### config.mk
export PLATFORM = sky130hd
export DESIGN_NAME = file_command_line_parser
export DESIGN_NICKNAME = d
export VERILOG_FILES = /design/src/hdl/fclp_pkg.sv /design/src/hdl/fclp_scan.sv /design/src/hdl/fclp_judge.sv /design/src/hdl/file_command_line_parser.sv
export SDC_FILE = /design/constraint.sdc
export NUM_CORES = 1
export LEC_CHECK = 0
export ABC_AREA = 1
export BUFFER_PORTS_ARGS = -buffer_cell sky130_fd_sc_hd__buf_4
export CAP_MARGIN = 20
export CORE_MARGIN = 2
export CORE_UTILIZATION = 60
export DETAILED_ROUTE_END_ITERATION = 10
export GPL_ROUTABILITY_DRIVEN = 0
export PLACE_DENSITY_LB_ADDON = 0.2
export SYNTH_ARGS = -nofsm -noshare
export SYNTH_HDL_FRONTEND = slang
export SYNTH_SLANG_ARGS = --single-unit
### constraint.sdc
create_clock -name clk -period 8.6 [get_ports clk]
set_input_delay 1.72 -clock clk [delete_from_list [all_inputs] [get_ports clk]]
set_output_delay 1.72 -clock clk [all_outputs]
set_load 0.05 [all_outputs]
### src/hdl/fclp_pkg.sv
// ---------------------------------------------------------------------------
// fclp_pkg
// Types, codes and helper functions of the command line parser.
// ---------------------------------------------------------------------------
`timescale 1ns / 1ps

package fclp_pkg;

  localparam int MAX_LINE_DEF = 1024;

  localparam int NUM_W      = 31;
  localparam int TEXT_OFF_W = 10;
  localparam int TEXT_LEN_W = 11;

  localparam logic [NUM_W-1:0] NUM_MAX = '1;

  localparam logic [7:0] CHAR_SPACE = 8'h20;
  localparam logic [7:0] CHAR_TILDE = 8'h7E;
  localparam logic [7:0] CHAR_ZERO  = 8'h30;
  localparam logic [7:0] CHAR_NINE  = 8'h39;

  // Bits of the field flag word.
  localparam int FLAG_FD   = 4;
  localparam int FLAG_SIZE = 5;
  localparam int FLAG_BAD2 = 6;
  localparam int FLAG_BAD4 = 7;

  typedef enum logic [3:0] {
    CMD_ERR = 4'd0,
    CMD_CON = 4'd1,
    CMD_LSD = 4'd2,
    CMD_DEL = 4'd3,
    CMD_CRE = 4'd4,
    CMD_OPN = 4'd5,
    CMD_WRT = 4'd6,
    CMD_REA = 4'd7,
    CMD_CLO = 4'd8,
    CMD_BYE = 4'd9
  } cmd_t;

  localparam int NUM_KEYS = 9;

  // Keywords in command code order, code = index + 1.
  localparam logic [23:0] KEYWORDS [NUM_KEYS] = '{
    24'h434F4E, 24'h4C5344, 24'h44454C, 24'h435245, 24'h4F504E,
    24'h575254, 24'h524541, 24'h434C4F, 24'h425945
  };

  localparam logic [31:0] KEY_FD   = 32'h0000_4644;
  localparam logic [31:0] KEY_SIZE = 32'h5349_5A45;

  typedef struct packed {
    logic [7:0] line_byte;
    logic       line_end;
  } line_word_t;

  typedef struct packed {
    logic [3:0]            command;
    logic [NUM_W-1:0]      descriptor;
    logic [NUM_W-1:0]      byte_count;
    logic [TEXT_OFF_W-1:0] text_offset;
    logic [TEXT_LEN_W-1:0] text_length;
  } result_word_t;

  // Parser status handed from the scanner to the result logic.
  typedef struct packed {
    logic [3:0] cmd;
    logic [2:0] sep;
    logic [7:0] flags;
  } scan_info_t;

  function automatic logic [3:0] key_code(input logic [31:0] chars,
                                          input logic [2:0]  len);
    logic [3:0] code;
    code = CMD_ERR;
    if (len == 3'd3) begin
      for (int k = 0; k < NUM_KEYS; k++) begin
        if (chars == {8'h00, KEYWORDS[k]}) code = 4'(k + 1);
      end
    end
    return code;
  endfunction

  function automatic logic is_fd(input logic [31:0] chars, input logic [2:0] len);
    return (len == 3'd2) && (chars == KEY_FD);
  endfunction

  function automatic logic is_size(input logic [31:0] chars, input logic [2:0] len);
    return (len == 3'd4) && (chars == KEY_SIZE);
  endfunction

  // Times ten plus digit, saturating.
  function automatic logic [NUM_W-1:0] accumulate(input logic [NUM_W-1:0] v,
                                                  input logic [3:0]       d);
    logic [NUM_W+3:0] n;
    n = (NUM_W+4)'({v, 3'b000}) + (NUM_W+4)'({v, 1'b0}) + (NUM_W+4)'(d);
    return (n > (NUM_W+4)'(NUM_MAX)) ? NUM_MAX : n[NUM_W-1:0];
  endfunction

endpackage

### src/hdl/fclp_scan.sv
// ---------------------------------------------------------------------------
// fclp_scan
// Parser state and per-byte update; also closes the open field on the end word.
// ---------------------------------------------------------------------------
`timescale 1ns / 1ps

module fclp_scan import fclp_pkg::*; #(
  parameter  int MAX_LINE = MAX_LINE_DEF,
  localparam int PosW     = $clog2(MAX_LINE + 1)
) (
  input  logic             clk,
  input  logic             rst,
  input  logic             step,
  input  logic [7:0]       line_byte,
  input  logic             line_end,
  output scan_info_t       info,
  output logic [NUM_W-1:0] first_num,
  output logic [NUM_W-1:0] second_num,
  output logic [PosW-1:0]  pos_fin,
  output logic [PosW-1:0]  name_start_fin,
  output logic [PosW-1:0]  name_len_fin,
  output logic [PosW-1:0]  rem_start_fin
);

  logic [PosW-1:0]  pos, pos_next;
  logic [2:0]       sep, sep_next;
  logic             stop, stop_next;
  logic [31:0]      tchars, tchars_next;
  logic [2:0]       tlen, tlen_next;
  logic [3:0]       cmd, cmd_next;
  logic [PosW-1:0]  name_start, name_start_next;
  logic [PosW-1:0]  name_len, name_len_next;
  logic [NUM_W-1:0] num1, num1_next;
  logic [NUM_W-1:0] num2, num2_next;
  logic [7:0]       flags, flags_next;
  logic [PosW-1:0]  rem_start, rem_start_next;

  logic take;
  logic digit;

  assign take  = !stop && (line_byte >= CHAR_SPACE) && (line_byte <= CHAR_TILDE) &&
                 (pos < PosW'(MAX_LINE));
  assign digit = (line_byte >= CHAR_ZERO) && (line_byte <= CHAR_NINE);

  always_comb begin
    pos_next        = pos;
    sep_next        = sep;
    stop_next       = stop | !take;
    tchars_next     = tchars;
    tlen_next       = tlen;
    cmd_next        = cmd;
    name_start_next = name_start;
    name_len_next   = name_len;
    num1_next       = num1;
    num2_next       = num2;
    flags_next      = flags;
    rem_start_next  = rem_start;
    if (take) begin
      if (sep < 3'd5 && line_byte == CHAR_SPACE) begin
        if (sep == 3'd0) begin
          cmd_next        = key_code(tchars, tlen);
          name_start_next = pos + PosW'(1);
        end
        if (sep == 3'd1) begin
          if (is_fd(tchars, tlen)) flags_next[FLAG_FD] = 1'b1;
          name_len_next = pos - name_start;
        end
        if (sep == 3'd3 && is_size(tchars, tlen)) flags_next[FLAG_SIZE] = 1'b1;
        if (sep == 3'd4) rem_start_next = pos + PosW'(1);
        tchars_next = '0;
        tlen_next   = '0;
        sep_next    = sep + 3'd1;
      end else if (sep < 3'd5) begin
        if (sep != 3'd0) flags_next[3'(sep - 3'd1)] = 1'b1;
        if (tlen < 3'd4) tchars_next = {tchars[23:0], line_byte};
        if (tlen < 3'd5) tlen_next = tlen + 3'd1;
        if (sep == 3'd2) begin
          if (digit) num1_next = accumulate(num1, line_byte[3:0]);
          else       flags_next[FLAG_BAD2] = 1'b1;
        end
        if (sep == 3'd4) begin
          if (digit) num2_next = accumulate(num2, line_byte[3:0]);
          else       flags_next[FLAG_BAD4] = 1'b1;
        end
      end
      pos_next = pos + PosW'(1);
    end
  end

  // Close whatever field is still open after this byte.
  always_comb begin
    info.cmd     = cmd_next;
    info.sep     = sep_next;
    info.flags   = flags_next;
    name_len_fin = name_len_next;
    if (sep_next == 3'd0) info.cmd = key_code(tchars_next, tlen_next);
    if (sep_next == 3'd1) begin
      if (is_fd(tchars_next, tlen_next)) info.flags[FLAG_FD] = 1'b1;
      name_len_fin = pos_next - name_start_next;
    end
    if (sep_next == 3'd3 && is_size(tchars_next, tlen_next)) info.flags[FLAG_SIZE] = 1'b1;
  end

  assign first_num      = num1_next;
  assign second_num     = num2_next;
  assign pos_fin        = pos_next;
  assign name_start_fin = name_start_next;
  assign rem_start_fin  = rem_start_next;

  always_ff @(posedge clk) begin
    if (rst || (step && line_end)) begin
      pos        <= '0;
      sep        <= '0;
      stop       <= 1'b0;
      tchars     <= '0;
      tlen       <= '0;
      cmd        <= '0;
      name_start <= '0;
      name_len   <= '0;
      num1       <= '0;
      num2       <= '0;
      flags      <= '0;
      rem_start  <= '0;
    end else if (step) begin
      pos        <= pos_next;
      sep        <= sep_next;
      stop       <= stop_next;
      tchars     <= tchars_next;
      tlen       <= tlen_next;
      cmd        <= cmd_next;
      name_start <= name_start_next;
      name_len   <= name_len_next;
      num1       <= num1_next;
      num2       <= num2_next;
      flags      <= flags_next;
      rem_start  <= rem_start_next;
    end
  end

endmodule

### src/hdl/fclp_judge.sv
// ---------------------------------------------------------------------------
// fclp_judge
// Argument checks per command and assembly of the result word.
// ---------------------------------------------------------------------------
`timescale 1ns / 1ps

module fclp_judge import fclp_pkg::*; #(
  parameter  int MAX_LINE = MAX_LINE_DEF,
  localparam int PosW     = $clog2(MAX_LINE + 1)
) (
  input  scan_info_t       info,
  input  logic [NUM_W-1:0] first_num,
  input  logic [NUM_W-1:0] second_num,
  input  logic [PosW-1:0]  pos_fin,
  input  logic [PosW-1:0]  name_start_fin,
  input  logic [PosW-1:0]  name_len_fin,
  input  logic [PosW-1:0]  rem_start_fin,
  output result_word_t     result
);

  logic [PosW-1:0]  rem_len;
  logic             e1, e2, e3, e4, e5, fd_ok, size_ok, n2, n4, ok;
  logic [NUM_W-1:0] fd, size;
  logic [PosW-1:0]  toff, tlen;
  cmd_t             cmd;

  assign cmd     = cmd_t'(info.cmd);
  assign rem_len = (info.sep == 3'd5 && pos_fin > rem_start_fin) ?
                   pos_fin - rem_start_fin : '0;
  assign e1      = info.flags[0];
  assign e2      = info.flags[1];
  assign e3      = info.flags[2];
  assign e4      = info.flags[3];
  assign e5      = (rem_len != '0);
  assign fd_ok   = info.flags[FLAG_FD];
  assign size_ok = info.flags[FLAG_SIZE];
  assign n2      = e2 && !info.flags[FLAG_BAD2];
  assign n4      = e4 && !info.flags[FLAG_BAD4];

  always_comb begin
    ok   = 1'b0;
    fd   = '0;
    size = '0;
    toff = '0;
    tlen = '0;
    unique case (cmd) inside
      CMD_CON, CMD_LSD, CMD_BYE: begin
        ok = !e1 && !e2 && !e3 && !e4 && !e5;
      end
      CMD_DEL, CMD_CRE, CMD_OPN: begin
        ok = !e2 && !e3 && !e4 && !e5;
        if (name_len_fin != '0) begin
          toff = name_start_fin;
          tlen = name_len_fin;
        end
      end
      CMD_WRT, CMD_REA: begin
        ok   = fd_ok && size_ok && n2 && n4 && (cmd == CMD_WRT || !e5);
        fd   = first_num;
        size = second_num;
        if (cmd == CMD_WRT && e5) begin
          toff = rem_start_fin;
          tlen = rem_len;
        end
      end
      CMD_CLO: begin
        ok = fd_ok && n2 && !e3 && !e4 && !e5;
        fd = first_num;
      end
      default: begin
        ok = 1'b0;
      end
    endcase
  end

  always_comb begin
    if (ok) begin
      result.command     = info.cmd;
      result.descriptor  = fd;
      result.byte_count  = size;
      result.text_offset = TEXT_OFF_W'(toff);
      result.text_length = TEXT_LEN_W'(tlen);
    end else begin
      result = '0;
    end
  end

endmodule

### src/hdl/file_command_line_parser.sv
// ---------------------------------------------------------------------------
// file_command_line_parser
// Byte-serial parser for file service command lines.
// ---------------------------------------------------------------------------
`timescale 1ns / 1ps

// One command line enters as a run of words, one byte each, the last one
// flagged by line_end. The block takes one word every cycle with no gaps
// while line_stall is low: each byte passes through an input register, a
// single pass of compare and times-ten accumulate logic, and, for the end
// word only, into the result register, which loads when the end word
// advances. Exactly one result comes out per line. line_stall rises only
// while the result register holds an untaken result and an end word waits
// behind it; until then, ordinary bytes keep flowing while the result waits.
// After reset the block is ready at once: there is no memory and no clearing pass.
module file_command_line_parser import fclp_pkg::*; #(
  parameter int MAX_LINE = MAX_LINE_DEF
) (
  input  logic         clk,
  input  logic         rst,
  input  logic         line_valid,
  output logic         line_stall,
  input  line_word_t   line_word,
  output logic         result_valid,
  input  logic         result_stall,
  output result_word_t result_word
);

  localparam int PosW = $clog2(MAX_LINE + 1);

  // Input register.
  logic       in_valid;
  line_word_t in_word;

  logic out_free;
  logic step;

  scan_info_t       info;
  logic [NUM_W-1:0] first_num, second_num;
  logic [PosW-1:0]  pos_fin, name_start_fin, name_len_fin, rem_start_fin;
  result_word_t     result_next;

  // Result register is free when empty or being taken this cycle.
  assign out_free = !result_valid || !result_stall;

  // Advance the held byte unless it is an end word with nowhere to go.
  assign step = in_valid && (!in_word.line_end || out_free);

  // Hold the input side only while the held byte cannot advance.
  assign line_stall = in_valid && !step;

  always_ff @(posedge clk) begin
    if (rst) begin
      in_valid <= 1'b0;
    end else if (!line_stall) begin
      in_valid <= line_valid;
    end
  end

  always_ff @(posedge clk) begin
    if (!line_stall && line_valid) begin
      in_word <= line_word;
    end
  end

  fclp_scan #(
    .MAX_LINE(MAX_LINE)
  ) u_scan (
    .clk           (clk),
    .rst           (rst),
    .step          (step),
    .line_byte     (in_word.line_byte),
    .line_end      (in_word.line_end),
    .info          (info),
    .first_num     (first_num),
    .second_num    (second_num),
    .pos_fin       (pos_fin),
    .name_start_fin(name_start_fin),
    .name_len_fin  (name_len_fin),
    .rem_start_fin (rem_start_fin)
  );

  fclp_judge #(
    .MAX_LINE(MAX_LINE)
  ) u_judge (
    .info          (info),
    .first_num     (first_num),
    .second_num    (second_num),
    .pos_fin       (pos_fin),
    .name_start_fin(name_start_fin),
    .name_len_fin  (name_len_fin),
    .rem_start_fin (rem_start_fin),
    .result        (result_next)
  );

  // Result register: load on the end word, drop once taken.
  always_ff @(posedge clk) begin
    if (rst) begin
      result_valid <= 1'b0;
    end else if (step && in_word.line_end) begin
      result_valid <= 1'b1;
    end else if (!result_stall) begin
      result_valid <= 1'b0;
    end
  end

  always_ff @(posedge clk) begin
    if (step && in_word.line_end) begin
      result_word <= result_next;
    end
  end

endmodule

==> results.yml, run 1 <==
cts:
  postCtsHoldBufs: 0
  cts-htree-levels: 1
  path_clk_slew_ns: 0.06
  clock_latency_ns: 0.58
  tritoncts: "built"
  clockBufferDepth: 3
  clock_sinks: 255
  cts-root-buf: "clkbuf_16"
  post_cts_buffers: 0
  cts_inserted_buffers: 28
  post_cts_resized: 0
place:
  port_buffers: 101
  dp_hpwl_mm: 39.09
  place_area_um2: 20210
  dp_slack_ns: 2.308
final_layout:
  mostFrequentLayoutCell: "nand2_1"
  mostFrequentLayoutCells: "638 x nand2_1, 324 x o21ai_0, 297 x inv_1"
  fin_nets: 3005
  multi_input_area_um2: 11620
  drive_gt1_share_pct: 8.867
  area_growth_pct: 9.399
  design_area_um2: 21250
  n_fill_cell: 2734
  antenna_cells: 0
  register_area_um2: 6066
worst_hold_path:
  hold_path_end: "u_scan.flags[1]"
  min-delay-start: "u_scan.flags[1]"
  hold_path.class: "flip-flop to flip-flop"
  hold_depth: 2
power_and_ir_drop:
  p_sw_share_pct: 30.54
  leakage_uw: 0.009648
  seq_power_share_pct: 40.6
  internal-power_uw: 2292
  p_clk_share_pct: 39.5
  p_total_uw: 3300
  pwr-share-comb_pct: 19.9
  ir_worst_vdd_v: 0.0001691
  power_density_nw_per_um2: 155.3
  p_switching_uw: 1008
synthesis:
  synth_edf_count: 96
  syn_area_per_cell_um2: 6.959
  async_flop_share_pct: 0
  synth_nets: 2975
  postSynthCellCount: 2791
  ys.flop_type: "dfxtp_1"
  ys_ff_latch: 255
  netlist_area_um2: 19420
  yosysSeqAreaShare_pct: 31.23
  synth_cell_types: 60
  ys.warnings.count: 0
worst_setup_path:
  r2r_start: "in_word[4]"
  r2r_cells: 21
  cp-end-kind: "flip-flop"
  path_class: "flip-flop to flip-flop"
  cp.required_ns: 8.92
  startpoint_type: "flip-flop"
  r2r_setup_slack_ns: 2.80
  rr_endpoint: "result_word[65]"
  worst_ep_arrival_time_ns: 6.11
  worst-path-max-fanout: 86
sta:
  fin_crit_sh_pct: 67.39
  setup_viol: 0
  clock_skew_ns: 0.02048
  maxSlewHeadroom_pct: 26.92
  worst_slack_ns: 2.804
  holdWs_ns: 0.4665
  hold_viol: 0
  timing.fmax_ghz: 0.1725
  drv_slew: 0
  period_needed_ns: 5.796
  worstMarginPinSlew_ns: 1.096
  rsz0062_at_grt: "no"
  finalSetupTns_ns: 0
routing:
  wire_per_inst_um: 16.80
  drt-total-wl_mm: 54.50
  antenna_left: 0
  top_layer_used: "met4"
  drt-met1-wl_mm: 23.12
  route.vias.total: 19190
  dr.pass1.iters: 8
  wl_met3_mm: 4.298
  viasPerCell: 5.914
  drtIter0Drc: 1934
  route.met2.wl_mm: 25.06
  drc: 0
global_route:
  grt_start_max_net_pins: 104
  antenna_found_initial: 0
  track_usage_pct: 32.05
  grt_pass1_wl_mm: 89.05
  first_global_vias: 17990
  grt.overflow.total: 0
floorplanning:
  die_y_um: 183.9
  die_area_um2: 33830
  rows: 65
  pin_count: 102
  die_w_um: 183.9
  core_area_um2: 31720
  initial_core_util_pct: 61.23
run:
  drv_cap: 0
outcome:
  run_status: "completed"
how the worst max path moves through the flow:
stage,startpoint,endpoint,slack [ns],depth (start not counted)
3_5_place_dp,in_word[4],result_word[61],2.31,31
2_1_floorplan,in_word[4],result_word[9],3.97,31
5_1_grt,in_word[4],result_word[82],2.30,31
3_3_place_gp,in_word[4],result_word[70],2.53,31
4_1_cts,in_word[4],result_word[61],2.27,31
6_report,in_word[4],result_word[65],2.80,21
final cells by class:
type,count,area share (%)
multi-input combinational,2113,54.69
sequential,255,28.55
inverter,305,5.429
timing repair buffer,118,4.263
clock buffer,37,3.692
tap,402,2.367
clock inverter,14,1.007
registers in the layout (all words and copies together), names as in the netlist:
signal and count:
in_valid 1, u_scan.flags 8, u_scan.tchars 32, u_scan.pos 11
u_scan.tlen 3, in_word 9, u_scan.name_start 11, result_word 87
u_scan.name_len 11, result_valid 1, u_scan.sep 3, u_scan.rem_start 11
u_scan.num1 31, u_scan.cmd 4, u_scan.num2 31, u_scan.stop 1
worst max-delay path, cell delays in order, from the launching register on:
cell and delay (ns):
edfxtp_1 0.51, nand2_1 0.09, nor2_1 0.08, nand2_1 0.11, nand3_4 0.09, buf_4 0.70
o21ai_0 0.41, ha_1 0.50, nand2_1 0.11, nor3_1 0.23, nand3b_1 0.11, o211ai_1 0.09
nand4_1 0.37, nor3b_1 0.51, nor3_2 0.12, nand4_2 0.19, nand2_1 0.08, nand2_1 0.08
buf_4 0.42, nand2_4 0.13, nand2_4 0.39, nor2_1 0.08
layer usage:
metal	global-route usage, %	up-vias
met5	0	-
li1	-	9439
met1	41.90	8803
met3	4.160	152
met4	12.83	0
met2	53.78	792
stage by stage:
| stage | cells | util (%) |
|---|---|---|
| global route | 3244 | 66.99 |
| detailed placement | 3191 | 63.73 |
| CTS | 3242 | 66.88 |
| finish | 3244 | 66.99 |
| floorplan | 2791 | - |
| global placement | 3191 | 63.73 |
power groups by stage:
stage               logic [µW]  clock network [µW]  registers, µW
floorplan                  462                   0           1390
global placement           622                   0           1360
detailed placement         637                   0           1360
CTS                        643                1320           1340
global route               727                1360           1340
finish                     657                1310           1340
logic make-up (layout without fill, tap and decap cells):
group | after synthesis | after routing | share of synthesized area [%]
compound gates | 688 | 688 | 19.36
simple gates | 1196 | 1196 | 26.47
fa+ha+maj | 171 | 171 | 11.29
buf+inv | 423 | 474 | 8.993
mux | 1 | 1 | 0.05154
xor+xnor | 57 | 57 | 2.609
flops | 255 | 255 | 31.23
cells in the mapped netlist (17+ instances only):
cell / number / area [µm²]
a21oi_1: 233 / 1166
clkbuf_1: 77 / 289.0
dfxtp_1: 159 / 3183
edfxtp_1: 96 / 2883
ha_1: 164 / 2052
inv_1: 299 / 1122
nand2_1: 638 / 2395
nand3_1: 118 / 590.6
nand4_1: 36 / 225.2
nor2_1: 277 / 1040
nor2_2: 32 / 200.2
nor3_1: 26 / 130.1
nor4_1: 17 / 106.4
o21ai_0: 324 / 1622
xor2_1: 41 / 359.1
Power figures use the tool's default switching activity.
==> inputs of run 2 (changes only) <==
==> constraint.sdc (replaced) <==
create_clock -name clk -period 5.75 [get_ports clk]
set_input_delay 1.15 -clock clk [delete_from_list [all_inputs] [get_ports clk]]
set_output_delay 1.15 -clock clk [all_outputs]
set_load 0.05 [all_outputs]
==> results.yml, run 2 (same netlist as run 1, synthesis figures left out) <==
sta:
  hold_viol: 0
  setup_viol: 0
  maxSlewHeadroom_pct: 39.62
  period_needed_ns: 5.284
  worstMarginPinSlew_ns: 0.9057
  fin_crit_sh_pct: 91.90
  drv_slew: 0
  timing.fmax_ghz: 0.1892
  finalSetupTns_ns: 0
  clock_skew_ns: 0.01757
  rsz0062_at_grt: "no"
final_layout:
  antenna_cells: 0
  largest_reg_flops: 87
  n_fill_cell: 2734
  reg.largest.list: "result_word (87), u_scan.tchars (32)"
  design_area_um2: 21420
  regMostFlops: "result_word"
  fin_util_pct: 67.55
  drive_gt1_share_pct: 9.225
  mostFrequentLayoutCells: "638 x nand2_1, 323 x o21ai_0, 297 x inv_1"
  mostFrequentLayoutCell: "nand2_1"
  area_growth_pct: 10.31
  fin_nets: 3013
  stdcell_count: 3253
routing:
  drc: 0
  antenna_left: 0
  drt-total-wl_mm: 55.32
  wire_per_inst_um: 17.01
  route.vias.total: 19330
  drtIter0Drc: 1997
  dr.pass1.iters: 6
  viasPerCell: 5.943
power_and_ir_drop:
  p_switching_uw: 1529
  p_clk_share_pct: 42.1
  power_density_nw_per_um2: 241.4
  seq_power_share_pct: 38.7
  pwr-share-comb_pct: 19.2
  p_sw_share_pct: 29.56
  ir_worst_vdd_v: 0.0002158
  leakage_uw: 0.009714
  internal-power_uw: 3642
worst_setup_path:
  rr_endpoint: "result_word[53]"
  cpMaxStageDelayCell: "edfxtp_1"
  startpoint_type: "flip-flop"
  cpMostUsedCell: "nand2_1"
  cp.required_ns: 6.15
  path_class: "flip-flop to flip-flop"
  slowest_delay_ns: 0.46
  worst-path-max-fanout: 31
  worst_ep_arrival_time_ns: 5.68
  r2r_start: "in_word[2]"
  r2r_cells: 31
  cp-end-kind: "flip-flop"
  r2r_setup_slack_ns: 0.47
worst_hold_path:
  hold_path.class: "flip-flop to flip-flop"
  hold_path_end: "u_scan.flags[1]"
  hold_depth: 2
  min-delay-start: "u_scan.flags[1]"
cts:
  tritoncts: "built"
  clock_latency_ns: 0.57
  cts_inserted_buffers: 29
  cts-htree-levels: 1
  path_clk_slew_ns: 0.07
  clock_sinks: 255
  clockBufferDepth: 3
  cts-root-buf: "clkbuf_16"
floorplanning:
  pin_count: 102
  initial_core_util_pct: 61.23
  die_w_um: 183.9
  die_area_um2: 33830
  core_area_um2: 31720
  die_y_um: 183.9
  rows: 65
place:
  place_area_um2: 20260
  dp_cells: 3197
  port_buffers: 101
  dp_hpwl_mm: 39.72
global_route:
  track_usage_pct: 32.46
  first_global_vias: 18250
  grt_pass1_wl_mm: 90.02
  antenna_found_initial: 0
  grt.overflow.total: 0
  grt_start_max_net_pins: 130
run:
  drv_cap: 0
outcome:
  run_status: "completed"
run 2: changes by cell type in the layout (fill, tap and decap cells not counted), sizes merged:
cell      previous run  this run
clkbuf              37        34
clkinv              10         8
bufinv               5        10
clkinvlp             0         2
buf                118       125
run 2: power groups by stage:
stage	sequential, µW	clock, µW	combinational, µW
2_1_floorplan	2070	0	690
3_3_place_gp	2040	0	937
3_5_place_dp	2040	0	962
4_1_cts	2000	2190	971
5_1_grt	2010	2260	1100
6_report	2000	2180	993
run 2: cell type report:
class,instances,area [µm²],area share (%)
clock buffers,34,764.5,3.568
clock inverters,19,344.1,1.606
inverters,305,1154,5.385
multi-input cells,2113,11630,54.31
flip-flops and latches,255,6066,28.31
well taps,402,503.0,2.348
repair buffers,125,958.4,4.474
run 2: through the flow:
stage / hold WS [ns] / power [µW] / setup slack (ns)
floorplan: 0.4289 / 2765 / 1.117
global placement: 0.4398 / 2974 / 0.4926
detailed placement: 0.4552 / 3000 / 0.2089
CTS: 0.4668 / 5160 / 0.1715
global route: 0.4841 / 5374 / 0.01221
finish: 0.4624 / 5171 / 0.4659
run 2: critical path, delay by kind of cell (launching register included):
kind	cells	cell delay, ns
XOR/XNOR	1	0.17
AO/OA/AOI/OAI	3	0.52
buffers and inverters	5	0.58
adder cells (fa/ha/maj)	2	0.60
flip-flops	1	0.46
AND/OR/NAND/NOR	20	2.75
run 2: how the worst max path moves through the flow:
stage,start,to,depth (start not counted),slack (ns)
after detailed placement,in_word[4],result_word[53],31,0.21
after global routing,in_word[3],result_word[53],31,0.01
after floorplan,in_word[4],result_word[9],31,1.12
after global placement,in_word[4],result_word[71],31,0.49
final,in_word[2],result_word[53],31,0.47
after CTS,in_word[4],result_word[53],31,0.17
run 2: repair_timing:
action	4_1_cts	5_1_grt
gates resized for setup	0	3
hold buffers	0	0
setup endpoints to repair	0	49
buffers inserted	0	2
run 2: metal layers:
metal / vias to the layer above / routed length [µm] / GRT usage [%]
met5: - / 0 / 0
met4: 0 / 2263 / 14.66
met3: 171 / 4579 / 5.012
met2: 823 / 25460 / 53.80
met1: 8889 / 23020 / 41.83
li1: 9448 / - / -
==> inputs of run 3 (changes only) <==
--- a/config.mk
+++ b/config.mk
@@ -8,6 +8,7 @@
 export ABC_AREA = 1
 export BUFFER_PORTS_ARGS = -buffer_cell sky130_fd_sc_hd__buf_4
 export CAP_MARGIN = 20
+export CORE_ASPECT_RATIO = 0.9
 export CORE_MARGIN = 2
 export CORE_UTILIZATION = 60
 export DETAILED_ROUTE_END_ITERATION = 10
==> results.yml, run 3 (same netlist as run 1, synthesis figures left out) <==
cts:
  postCtsHoldBufs: 0
  clockBufferDepth: 3
  path_clk_slew_ns: 0.07
  cts_inserted_buffers: 29
  clock_sinks: 255
  tritoncts: "built"
  cts-htree-levels: 1
  clock_latency_ns: 0.60
  cts-root-buf: "clkbuf_16"
routing:
  top_layer_used: "met4"
  antenna_left: 0
  drt-met1-wl_mm: 23.96
  route.met2.wl_mm: 25.05
  drtIter0Drc: 1900
  wl_met3_mm: 4.876
  drc: 0
  drt-total-wl_mm: 56.11
  wire_per_inst_um: 17.17
  route.vias.total: 19440
  viasPerCell: 5.950
  dr.pass1.iters: 9
power_and_ir_drop:
  power_density_nw_per_um2: 233.4
  ir_worst_vdd_v: 0.0002564
  p_total_uw: 4982
  leakage_uw: 0.009677
floorplanning:
  pin_count: 102
  die_w_um: 193.7
  core_area_um2: 31880
  die_y_um: 174.7
  rows: 62
  initial_core_util_pct: 60.92
  die_area_um2: 33830
sta:
  drv_slew: 0
  period_needed_ns: 5.318
  rsz0062_at_grt: "no"
  setup_viol: 0
  fin_crit_sh_pct: 92.49
  worstMarginPinSlew_ns: 0.9567
  timing.fmax_ghz: 0.1880
  maxSlewHeadroom_pct: 35.98
  clock_skew_ns: 0.01522
  finalSetupTns_ns: 0
  hold_viol: 0
final_layout:
  area_growth_pct: 9.876
  largest_reg_flops: 87
  fin_util_pct: 66.93
  drive_gt1_share_pct: 9.298
  stdcell_count: 3267
  mostFrequentLayoutCells: "638 x nand2_1, 323 x o21ai_0, 297 x inv_1"
  regMostFlops: "result_word"
  design_area_um2: 21340
  fin_nets: 3011
  mostFrequentLayoutCell: "nand2_1"
  reg.largest.list: "result_word (87), u_scan.tchars (32)"
worst_setup_path:
  cpMaxStageDelayCell: "buf_6"
  r2r_setup_slack_ns: 0.43
  cp-end-kind: "flip-flop"
  worst_ep_arrival_time_ns: 5.64
  path_cells: "nand2_1, nor2_1, nand2_1, nand3_4, buf_6, o21ai_0, ha_1, nand2_1, a21oi_1, a211oi_1, o211ai_1, nand4_1, or2_2, nand2_1, nor3_2, nand4_2, nand2_1, nand2_1, buf_4, nor2_1"
  slowest_delay_ns: 0.53
  path_class: "flip-flop to flip-flop"
  r2r_cells: 20
  cpMostUsedCell: "nand2_1"
  rr_endpoint: "result_word[43]"
  cp.required_ns: 6.08
  worst-path-max-fanout: 86
  r2r_start: "in_word[4]"
  startpoint_type: "flip-flop"
place:
  port_buffers: 101
  dp_cells: 3210
  place_area_um2: 20270
  dp_hpwl_mm: 39.95
global_route:
  first_global_vias: 18310
  grt_pass1_wl_mm: 91.91
  grt.overflow.total: 0
  antenna_found_initial: 1
  grt_start_max_net_pins: 130
  track_usage_pct: 32.56
worst_hold_path:
  hold_depth: 2
  min-delay-start: "u_scan.stop"
  hold_path.class: "flip-flop to flip-flop"
  hold_path_end: "u_scan.stop"
outcome:
  run_status: "completed"
run:
  drv_cap: 0
run 3: power by group:
part	total, µW	switching [µW]	leakage [µW]	internal, µW
sequential	2000	64.0	0.00218	1940
clock	1980	828	0.000501	1150
combinational	1000	688	0.00700	313
run 3: critical path: cells and delay by family (launching register included):
| family | cells | cell delay, ns |
|---|---|---|
| and+or+nand+nor | 13 | 2.18 |
| buffers and inverters | 2 | 0.97 |
| AOI/OAI and AO/OA | 4 | 0.86 |
| DFF | 1 | 0.52 |
| adders and majority gates | 1 | 0.47 |
run 3: area by class of cell:
type | instances | area (µm²)
Antenna cell | 1 | 2.502
Clock buffer | 34 | 774.5
Clock inverter | 20 | 232.7
Fill cell | 2774 | 10540
Inverter | 305 | 1154
Multi-Input combinational cell | 2113 | 11640
Sequential cell | 255 | 6066
Tap cell | 416 | 520.5
Timing Repair Buffer | 123 | 947.2
run 3: metal layers:
layer	GRT usage, %	up-vias
met2	52.11	911
met1	44.05	8902
met5	0	-
li1	-	9449
met4	13.23	0
met3	5.269	177
run 3: what timing repair did:
item | in CTS | in global routing
setup endpoints to repair | 0 | 78
setup buffers | 0 | 1
gates resized for setup | 0 | 6
run 3: worst max-delay path by stage:
| stage | startpoint | endpoint | slack [ns] |
|---|---|---|---|
| after floorplan | in_word[4] | result_word[9] | 1.12 |
| after global placement | in_word[4] | result_word[15] | 0.31 |
| after detailed placement | in_word[4] | result_word[15] | 0.06 |
| after CTS | in_word[4] | result_word[17] | 0.04 |
| after global routing | in_word[4] | result_word[17] | 0.006 |
| final | in_word[4] | result_word[43] | 0.43 |
run 3: metrics by stage:
step	hold slack, ns	worst slack (ns)
2_1_floorplan	0.4289	1.117
3_3_place_gp	0.4414	0.3060
3_5_place_dp	0.4530	0.05687
4_1_cts	0.4615	0.03909
5_1_grt	0.4971	0.005621
6_report	0.4634	0.4319
